==> src/hdl/llpq_pkg.sv <==
package llpq_pkg;

  localparam int NUM_QUEUES_DEF  = 4;
  localparam int QUEUE_DEPTH_DEF = 16;
  localparam int LOAD_W          = 16;

  typedef enum logic [1:0] {
    STATUS_OK    = 2'd0,
    STATUS_FULL  = 2'd1,
    STATUS_EMPTY = 2'd2
  } status_e;

  typedef enum logic {
    REQ_ARRIVE = 1'b0,
    REQ_REMOVE = 1'b1
  } req_e;

  typedef struct packed {
    logic [7:0]  work;
    logic [6:0]  prio;
    logic [15:0] id;
  } entry_t;

  typedef struct packed {
    logic pop;
    logic ins;
    logic tail_lt;
    logic occ;
    logic at_fill;
    logic left_le;
  } cell_ctrl_t;

endpackage

==> src/hdl/llpq_cell.sv <==
module llpq_cell (
  input  logic                clk_i,
  input  llpq_pkg::entry_t    new_i,
  input  llpq_pkg::entry_t    left_i,
  input  llpq_pkg::entry_t    right_i,
  input  llpq_pkg::cell_ctrl_t ctrl_i,
  output llpq_pkg::entry_t    entry_o,
  output logic                le_o,
  output logic                lt_o
);
  import llpq_pkg::*;

  entry_t entry_q, entry_d;

  assign le_o    = ctrl_i.occ & (entry_q.prio <= new_i.prio);
  assign lt_o    = ctrl_i.occ & (entry_q.prio <  new_i.prio);
  assign entry_o = entry_q;

  always_comb begin
    entry_d = entry_q;
    priority if (ctrl_i.pop) begin
      entry_d = right_i;
    end else if (ctrl_i.ins) begin
      if (ctrl_i.tail_lt) begin
        if (ctrl_i.left_le) begin
          entry_d = left_i;
        end else if (le_o) begin
          entry_d = new_i;
        end
      end else if (ctrl_i.at_fill) begin
        entry_d = new_i;
      end
    end
  end

  always_ff @(posedge clk_i) begin
    entry_q <= entry_d;
  end

endmodule

==> src/hdl/llpq_row.sv <==
module llpq_row #(
  parameter int QUEUE_DEPTH = llpq_pkg::QUEUE_DEPTH_DEF,
  parameter int FILL_W      = $clog2(QUEUE_DEPTH + 1),
  parameter int POS_W       = $clog2(QUEUE_DEPTH)
) (
  input  logic                        clk_i,
  input  logic                        rst_ni,
  input  logic                        ins_i,
  input  logic                        pop_i,
  input  llpq_pkg::entry_t            new_i,
  output logic [FILL_W-1:0]           fill_o,
  output logic                        full_o,
  output logic [llpq_pkg::LOAD_W-1:0] load_o,
  output logic [llpq_pkg::LOAD_W-1:0] load_sum_o,
  output logic [POS_W-1:0]            pos_o,
  output llpq_pkg::entry_t            head_o
);
  import llpq_pkg::*;

  logic [FILL_W-1:0] fill_q, fill_d;
  logic [LOAD_W-1:0] load_q, load_d;
  logic [LOAD_W:0]   sum;
  entry_t            ent [QUEUE_DEPTH];
  logic [QUEUE_DEPTH-1:0] le, lt, hot;
  logic              tail_lt, ins, pop;
  logic [POS_W-1:0]  hot_pos;

  assign full_o  = (fill_q == FILL_W'(QUEUE_DEPTH));
  assign ins     = ins_i & ~full_o;
  assign pop     = pop_i & (fill_q != '0);
  assign tail_lt = |lt;

  for (genvar i = 0; i < QUEUE_DEPTH; i++) begin : g_cell
    cell_ctrl_t ctrl;
    entry_t     left, right;
    if (i == 0) begin : g_first
      assign left          = new_i;
      assign ctrl.left_le  = 1'b0;
      assign hot[i]        = le[i];
    end else begin : g_mid
      assign left          = ent[i-1];
      assign ctrl.left_le  = le[i-1];
      assign hot[i]        = le[i] & ~le[i-1];
    end
    if (i == QUEUE_DEPTH - 1) begin : g_last
      assign right = ent[i];
    end else begin : g_inner
      assign right = ent[i+1];
    end
    assign ctrl.pop     = pop;
    assign ctrl.ins     = ins;
    assign ctrl.tail_lt = tail_lt;
    assign ctrl.occ     = (FILL_W'(i) < fill_q);
    assign ctrl.at_fill = (FILL_W'(i) == fill_q);

    llpq_cell u_cell (
      .clk_i   (clk_i),
      .new_i   (new_i),
      .left_i  (left),
      .right_i (right),
      .ctrl_i  (ctrl),
      .entry_o (ent[i]),
      .le_o    (le[i]),
      .lt_o    (lt[i])
    );
  end

  always_comb begin
    hot_pos = '0;
    for (int i = 0; i < QUEUE_DEPTH; i++) begin
      if (hot[i]) begin
        hot_pos = hot_pos | POS_W'(i);
      end
    end
  end

  assign pos_o      = tail_lt ? hot_pos : fill_q[POS_W-1:0];
  assign sum        = {1'b0, load_q} + (LOAD_W + 1)'(new_i.work);
  assign load_sum_o = sum[LOAD_W] ? '1 : sum[LOAD_W-1:0];
  assign fill_o     = fill_q;
  assign load_o     = load_q;
  assign head_o     = ent[0];

  always_comb begin
    fill_d = fill_q;
    load_d = load_q;
    priority if (ins) begin
      fill_d = fill_q + FILL_W'(1);
      load_d = load_sum_o;
    end else if (pop) begin
      fill_d = fill_q - FILL_W'(1);
    end
  end

  always_ff @(posedge clk_i or negedge rst_ni) begin
    if (!rst_ni) begin
      fill_q <= '0;
      load_q <= '0;
    end else begin
      fill_q <= fill_d;
      load_q <= load_d;
    end
  end

endmodule

==> config.mk <==
export PLATFORM = sky130hd
export DESIGN_NAME = llpq_row
export DESIGN_NICKNAME = d
export VERILOG_FILES = /design/src/hdl/llpq_pkg.sv /design/src/hdl/llpq_cell.sv /design/src/hdl/llpq_row.sv
export SDC_FILE = /design/constraint.sdc
export NUM_CORES = 1
export LEC_CHECK = 0
export ABC_AREA = 1
export BUFFER_PORTS_ARGS = -buffer_cell sky130_fd_sc_hd__buf_2
export CAP_MARGIN = 0
export CORE_ASPECT_RATIO = 1.75
export CORE_MARGIN = 3
export CORE_UTILIZATION = 35
export CTS_BUF_LIST = sky130_fd_sc_hd__clkbuf_8
export DETAILED_ROUTE_END_ITERATION = 10
export GPL_ROUTABILITY_DRIVEN = 0
export SLEW_MARGIN = 20
export SYNTH_ARGS = -nofsm -noshare
export SYNTH_HDL_FRONTEND = slang
export SYNTH_SLANG_ARGS = --single-unit
==> constraint.sdc <==
create_clock -name clk_i -period 6.05 [get_ports clk_i]
set_input_delay 0.605 -clock clk_i [delete_from_list [all_inputs] [get_ports clk_i]]
set_output_delay 0.605 -clock clk_i [all_outputs]
set_load 0.02 [all_outputs]
# Word-level counts from Yosys, hierarchy flattened
# Index checks and enable logic that the tools add are counted.
# word_totals
regBits,517
in_bits,35
word_cells,347
# classes
n_reduce_logical,36
order_cmp,48
n_mux,112
n_addsub,3
n_eq_ne,32
bitwise_logic,66
# ops
op,n
31-bit 2-to-1 mux,93
7-bit <= comparator,16
7-bit < comparator,16
"4-bit by 1-bit != test with 1-bit output, second input constant",14
1-bit bitwise AND,49
3-bit AND reduction,15
3-bit nonzero test,15
"4-bit by 5-bit == test with 1-bit output, first input constant",8
"4-bit by 5-bit < comparator with 1-bit output, first input constant",8
4-bit 2-to-1 mux,9
"3-bit by 5-bit == test with 1-bit output, first input constant",4
"3-bit by 5-bit < comparator with 1-bit output, first input constant",4
16-bit by 8-bit adder with 17-bit output,1
1-bit inverter,17
16-bit 2-to-1 mux,1
16-bit OR reduction,1
3-bit 2-to-1 mux,4
"2-bit by 5-bit == test with 1-bit output, first input constant",2
"1-bit by 5-bit < comparator with 1-bit output, first input constant",2
"2-bit by 5-bit < comparator with 1-bit output, first input constant",2
5-bit 2-to-1 mux,2
"3-bit by 1-bit != test with 1-bit output, second input constant",2
"5-bit by 1-bit adder with 5-bit output, second input constant",1
"1-bit by 5-bit == test with 1-bit output, first input constant",1
8 further kinds,10

# Longest topological paths before layout
# Gate-level depths: netlist of run 1.
# depth
depth_word,20
mapped_depth,21
ltp_nobuf,17

# Hierarchy
# A second synthesis of run 1 with hierarchy kept.
# hier_totals
hier_cells,3757
area_unflattened_um2,32942.8
# by_module_without_submodules
mod,seq_area_each_um2,cells_per_inst,instances,area_per_inst_um2
llpq_cell,930.9,212,16,1914.3
llpq_row,525.5,365,1,2313.5

# Worst setup path after synthesis of run 1
# No wires, ideal clock.
# synth_path
path_type,input port to flip-flop
from,in new_i[22] (netlist bit)
to,"reg g_cell[15].u_cell.entry_q, in the netlist g_cell[15].u_cell.entry_o[0] (enable)"
stages,17
setup_slack_ns,1.513
arrival_time_ns,4.118
path_buffers,4
cell_sequence,inv_1 > clkbuf_1 > ha_1 > nand2_1 > inv_1 > a21oi_1 > nand3_1 > nand2_1 > nor2_2 > nand2_2 > inv_2 > nand2_2 > buf_6 > buf_6 > buf_6 > a21oi_1 > nor2_1
# synth_between
elab_chain_cells,5
# synth_rtl
element,line_no,rtl
start: declaration,llpq_row.sv:10,"input llpq_pkg::entry_t new_i,"
7-bit < comparator,llpq_cell.sv:16,assign lt_o = ctrl_i.occ & (entry_q.prio < new_i.prio);
1-bit bitwise AND,llpq_cell.sv:16,
16-bit OR reduction,llpq_row.sv:31,assign tail_lt = |lt;
3-bit by 1-bit != test with 1-bit output (no source line) / 2-bit nonzero test (equally long branches),-,
4-bit AND reduction (no source line) *,-,
end signal: assignment,llpq_cell.sv:37,entry_q <= entry_d;
end: declaration,llpq_cell.sv:13,"entry_t entry_q, entry_d;"
# Mark *: on every way between the ends. The rest lies on a longest branch, timed or not.
# A chain may end at the register's enable or synchronous reset.

# Worst setup path after layout of run 1
# layout_path
from,reg fill_q[0] (netlist: fill_o[0])
to,out pos_o[0]
# layout_between
elab_chain_cells,20
# layout_rtl
element,line_no,rtl
start: declaration,llpq_row.sv:20,"logic [FILL_W-1:0] fill_q, fill_d;"
start signal: assignment,llpq_row.sv:100,fill_q <= fill_d;
1-bit by 5-bit < comparator with 1-bit output,llpq_row.sv:53,assign ctrl.occ = (FILL_W'(i) < fill_q);
1-bit bitwise AND,llpq_cell.sv:15,assign le_o = ctrl_i.occ & (entry_q.prio <= new_i.prio);
1-bit inverter,llpq_row.sv:43,assign hot[i] = le[i] & ~le[i-1];
1-bit bitwise AND,llpq_row.sv:43,
1-bit 2-to-1 mux,llpq_row.sv:71,if (hot[i]) begin
2-bit 2-to-1 mux (2 in a row),llpq_row.sv:71,
3-bit 2-to-1 mux (4 in a row),llpq_row.sv:71,
4-bit 2-to-1 mux (8 in a row),llpq_row.sv:71,
4-bit 2-to-1 mux *,llpq_row.sv:77,assign pos_o = tail_lt ? hot_pos : fill_q[POS_W-1:0];
end: declaration,llpq_row.sv:15,"output logic [POS_W-1:0] pos_o,"
# Marks and branches as above.

==> results.py, run 1 <==
metrics = {
    "layout": {
        "final_cell_mix": "nand2_1 (3,049), edfxtp_1 (496), o21ai_0 (456), inv_1 (198), nand3_1 (130)",
        "seqCellArea_um2": 15400,
        "fillers": 10425,
        "drive_gt1_share_pct": 7.39,
        "multi_input_area_um2": 17700,
        "layout_commonest_cell": "nand2_1",
        "area_growth_pct": 8.12,
        "fin_nets": 5129,
    },
    "global_route": {
        "grt_pass1_wl_um": 186000,
        "antenna_found_initial": 15,
        "grt_usage_pct": 23.1,
        "grt_max_degree": 177,
        "globalRouteOverflowTotal": 0,
        "grt_pass1_vias": 30706,
    },
    "sta": {
        "timing.max_slew.rel_slack_pct": 26.4,
        "drv_slew": 0,
        "setup_tns_ns": 0,
        "min_period_ns": 4.62,
        "finalCritPeriodShare_pct": 76.3,
        "hold_viol": 0,
        "fmax_mhz": 217,
        "tightest_slew_ns": 1.10,
        "rsz0062_at_grt": "false",
        "finClkSkew_ns": 0.0697,
        "hold_ws_ns": 0.229,
        "setup_viol_count_final": 0,
    },
    "synthesis": {
        "async_reset_ff_share_pct": 4.06,
        "synth-simple-area-share_pct": 37.3,
        "syn_nets": 5201,
        "ys_types": 38,
        "ys.flop_type": "edfxtp_1",
        "ys_warn_count": 0,
        "synth_top_family_by_area": "simple AND/OR/NAND/NOR gates",
        "synth_edf_count": 496,
        "synth_compound_area_share_pct": 7.42,
        "synth_fa_ha_area_share_pct": 4.49,
        "synth_xor_area_share_pct": 0.174,
        "synth_mux_area_share_pct": 0,
        "synth-seq-cells": 517,
        "synth.avg_cell_area_um2": 7.00,
        "syn_area_um2": 35300,
        "seq_area_frac_synth_pct": 43.7,
        "syn_inst": 5040,
    },
    "min_path": {
        "min_from": "new_i[15]",
        "holdPathEnd": "g_cell[15].u_cell.entry_o[15]",
        "min-delay-path-class": "primary input to flop",
        "hold_depth": 3,
    },
    "setup_path": {
        "crit_fanout": 32,
        "r2r_cells": 17,
        "r2r_end": "g_cell[12].u_cell.entry_o[1]",
        "crit_type": "flop to output pin",
        "arrival_ns": 4.01,
        "crit_required_ns": 5.44,
        "startpoint_type": "flop",
        "regToRegStartpoint": "fill_o[1]",
        "ff2ff_setup_slack_ns": 1.45,
        "end_kind": "output pin",
    },
    "clock_tree": {
        "insertion_delay_ns": 0.78,
        "htree_levels": 3,
        "cts_buffers": 82,
        "cts_tree": "done",
        "cts_buffer_depth": 3,
        "clkTransAtPathRegs_ns": 0.07,
        "cts_sinks": 517,
        "cts_root_buffer": "clkbuf_8",
    },
    "drt": {
        "wl_um": 123000,
        "ant_nets": 0,
        "vias": 32893,
        "drc_errors": 0,
        "wl_per_cell_um": 19.3,
        "first_iter_violations": 3089,
        "viasPerCell": 5.17,
        "dr.pass1.iters": 5,
    },
    "die": {
        "core_um2": 99700,
        "ioPinCount": 108,
        "die_y_um": 426,
        "die_area_um2": 105000,
        "num_rows": 153,
        "initial_core_util_pct": 35.4,
        "chipWidth_um": 246,
    },
    "pwr": {
        "p_leak_uw": 0.0199,
        "ir_drop_mv": 0.410,
        "power_density_nw_per_um2": 622,
    },
    "run_status": {
        "status": "completed",
    },
    "place": {
        "port_buffers": 107,
        "place_hpwl_um": 76800,
    },
    "flow_run": {
        "cap_violations": 0,
    },
}
[power breakdown]
group	switching, µW	leakage, µW	internal, µW
clock	1620	0.000887	1410
combinational	8880	0.0137	3760
sequential	1320	0.00533	6740
[per-layer routing]
layer	track usage, %	vias to the layer above	wire, µm
met5	0	-	46
met4	12.0	6	6480
met3	3.44	316	7910
met2	39.9	1297	60500
met1	27.6	15375	48100
li1	-	15899	-
[layout make-up]
class                           instances  area share [%]
Antenna cell                            8          0.0525
Clock buffer                           85            3.07
Clock inverter                         66            1.00
Inverter                              188            1.88
Multi-Input combinational cell       4007            46.3
Sequential cell                       517            40.4
Tap cell                             1317            4.32
Timing Repair Buffer                  172            2.95
[cell families after synthesis]
family,Yosys count
and+or+nand+nor,3357
AOI/OAI and AO/OA,517
DFF,517
buffers and inverters,516
adders and majority gates,126
xor gates and xnor gates,7
[registers in the layout (all words and copies together) (netlist names)]
signal / cells
g_cell.u_cell.entry_o: 496
fill_o: 5
load_o: 16
[worst max-delay path, stage by stage (launching register included)]
cell	delay [ns]
dfrtp_1	0.68
inv_2	0.20
nand3_1	0.13
nand2_1	0.08
inv_2	0.05
buf_4	0.57
nand2_2	0.40
buf_4	0.40
nand2_1	0.13
nand2_1	0.06
nor2_1	0.13
nand2_1	0.07
nand2_1	0.11
nand2_1	0.07
buf_2	0.16
[stage by stage]
step	area [µm²]	utilization, %	setup WS (ns)	total power, µW	cells
floorplan	35300	-	1.51	16300	5040
finish	38100	38.2	1.43	23700	6360
detailed placement	36600	36.7	1.00	20600	6200
global placement	36600	36.6	1.02	20500	6200
global route	38100	38.2	1.19	25800	6355
CTS	38100	38.2	1.39	23700	6352
[cell usage after synthesis, types with 30 or more instances]
library cell	count	area, µm²
clkbuf_1	191	717
o21ai_0	458	2290
edfxtp_1	496	14900
nand3_1	130	651
nor2_1	91	342
buf_6	41	462
buf_2	87	435
inv_1	173	649
ha_1	125	1560
a21oi_1	41	205
nand2_4	30	338
nand2_1	3055	11500
[how the worst max path moves through the flow]
| stage | startpoint | end | slack [ns] | cells after the start |
|---|---|---|---|---|
| floorplan | new_i[22] | g_cell[15].u_cell.entry_o[0] | 1.51 | 17 |
| global route | fill_o[3] | pos_o[3] | 1.19 | 14 |
| CTS | fill_o[3] | pos_o[3] | 1.39 | 14 |
| finish | fill_o[0] | pos_o[0] | 1.43 | 14 |
| global placement | new_i[18] | g_cell[14].u_cell.entry_o[3] | 1.02 | 19 |
| detailed placement | new_i[18] | g_cell[8].u_cell.entry_o[1] | 1.00 | 19 |
[repair_timing]
action	4_1_cts	5_1_grt
setup buffers	0	0
hold buffers	1	0
resized for setup	0	0
endpoints found under the hold margin	21	0
Note: power is estimated with default switching activity, not from simulation.
==> run 2: changes to the inputs <==
clock period = 4.22 ns   (was 6.05 ns; I/O delays follow)
==> run 2 against run 1 <==
Effect of this change: utilization up 0.85 points; clock-buffer cell count up 3; sequential share of layout area down 0.87 points; routed wire length down 0.41%; sequential power up 43%; non-clock buffer count up 43; power up 47%; worst setup slack worse by 1.2 ns; register-to-register slack worse by 0.62 ns; cell count up 0.61%; critical path type unchanged; critical endpoint is now pos_o[3]; highest routed layer unchanged.
==> results.py, run 2 (same netlist as run 1, synthesis figures left out) <==
metrics = {
    "sta": {
        "setup_tns_ns": 0,
        "timing.max_slew.rel_slack_pct": 39.4,
        "finalCritPeriodShare_pct": 94.0,
        "min_period_ns": 3.97,
        "drv_slew": 0,
        "fin_ws_ns": 0.253,
        "finClkSkew_ns": 0.0580,
        "fmax_mhz": 252,
        "rsz0062_at_grt": "false",
        "setup_viol_count_final": 0,
        "tightest_slew_ns": 0.909,
        "hold_ws_ns": 0.0442,
        "hold_viol": 0,
    },
    "global_route": {
        "antenna_found_initial": 9,
        "grt_pass1_vias": 30640,
        "grt_usage_pct": 22.8,
        "grt_max_degree": 173,
        "grt_pass1_wl_um": 184000,
        "globalRouteOverflowTotal": 0,
    },
    "die": {
        "die_area_um2": 105000,
        "die_y_um": 426,
        "chipWidth_um": 246,
        "core_um2": 99700,
        "ioPinCount": 108,
        "initial_core_util_pct": 35.4,
        "num_rows": 153,
    },
    "layout": {
        "largest_reg_flops": 496,
        "drive_gt1_share_pct": 8.25,
        "fin_nets": 5173,
        "layout_commonest_cell": "nand2_1",
        "final_cell_mix": "nand2_1 (3,048), edfxtp_1 (496), o21ai_0 (455), inv_1 (190), nand3_1 (130)",
        "final-instance-count-excl-fill": 6399,
        "design_area_um2": 39000,
        "area_growth_pct": 10.5,
    },
    "clock_tree": {
        "htree_levels": 3,
        "cts_tree": "done",
        "cts_buffers": 83,
        "clkTransAtPathRegs_ns": 0.07,
        "cts_root_buffer": "clkbuf_8",
        "cts_sinks": 517,
        "insertion_delay_ns": 0.78,
        "cts_buffer_depth": 3,
    },
    "place": {
        "port_buffers": 107,
        "dp.cells": 6235,
        "place_ws_ns": 0.386,
        "place_hpwl_um": 76600,
        "placed_area_um2": 37200,
    },
    "pwr": {
        "p_leak_uw": 0.0203,
        "ir_drop_mv": 0.522,
        "power_density_nw_per_um2": 894,
    },
    "min_path": {
        "min-delay-path-class": "primary input to flop",
    },
    "setup_path": {
        "startpoint_type": "flop",
        "regToRegStartpoint": "fill_o[1]",
        "r2r_end": "g_cell[4].u_cell.entry_o[30]",
        "critPathLaunch": "fill_o[3]",
        "crit_required_ns": 3.80,
        "crit_type": "flop to output pin",
        "crit_fanout": 19,
        "ff2ff_setup_slack_ns": 0.83,
        "end_kind": "output pin",
        "timing.critical_path.to": "pos_o[3]",
        "arrival_ns": 3.54,
        "r2r_cells": 15,
    },
    "drt": {
        "wl_per_cell_um": 19.1,
        "ant_nets": 0,
        "first_iter_violations": 2876,
        "dr.pass1.iters": 6,
        "drc_errors": 0,
        "viasPerCell": 5.14,
        "vias": 32863,
        "wl_um": 123000,
    },
    "flow_run": {
        "cap_violations": 0,
    },
    "run_status": {
        "status": "completed",
    },
}
## run 2: cell types whose count changed in the layout (fill, tap and decap cells not counted), sizes merged, moves of 2 or more
cell	previous run	this run
inv	216	210
diode	8	3
buf	171	206
bufinv	2	4
clkbuf	85	88
dlygate4sd3	1	9
## run 2: layout make-up
cell class,count,area (µm²)
antenna,3,7.51
timing repair buffer,215,1900
tap,1317,1650
inverter,188,713
multi-input combinational,4007,17700
sequential,517,15400
clock buffer,88,1210
fill,10544,60800
clock inverter,64,420
## run 2: worst max-delay path, cell delays in order (launching register included)
cell      delay, ns
dfrtp_2        0.53
inv_1          0.13
nor2_2         0.06
nand3_1        0.08
nand2_1        0.10
inv_2          0.33
buf_6          0.35
nand2_2        0.37
o21ai_0        0.28
nor2_1         0.06
nand3b_1       0.10
nand2_1        0.06
nand2_1        0.12
buf_2          0.19
## run 2: how the worst min path moves through the flow
stage                                         to     start  cells after the start  slack, ns
floorplan                              fill_o[0]    rst_ni                      0       0.13
global placement                      load_o[15]    rst_ni                      1       0.45
detailed placement                    load_o[14]    rst_ni                      1       0.45
CTS                 g_cell[15].u_cell.entry_o[3]  new_i[3]                      3      0.002
global route        g_cell[15].u_cell.entry_o[3]  new_i[3]                      3       0.06
finish              g_cell[15].u_cell.entry_o[3]  new_i[3]                      3       0.04
## run 2: power by group
part           switching [µW]  leakage (µW)  internal, µW
registers                1810       0.00533          9640
logic                   12900        0.0141          5950
clock network            2360      0.000903          2210
total                   17000        0.0203         17800
## run 2: timing repair
item | CTS | global route
endpoints found under the hold margin | 29 | 0
endpoints found under the setup margin | 2 | 8
pin swaps | 0 | 0
hold buffers | 9 | 0
buffers inserted | 0 | 0
gates resized for setup | 1 | 4
## run 2: metal layers
metal  vias to the layer above  part of all wire (%)  GRT usage, %
met3                       347                   6.2          3.07
met4                         6                   5.4          11.7
li1                      15994                     -             -
met5                         -                 0.048             0
met1                     15274                    38          26.5
met2                      1242                    50          40.8
## run 2: per-stage QoR
| stage | util [%] | total power [µW] |
|---|---|---|
| finish | 39.1 | 34800 |
| global route | 39.1 | 37800 |
| CTS | 39.1 | 34900 |
| detailed placement | 37.3 | 30200 |
| global placement | 37.3 | 30100 |
| floorplan | - | 23300 |
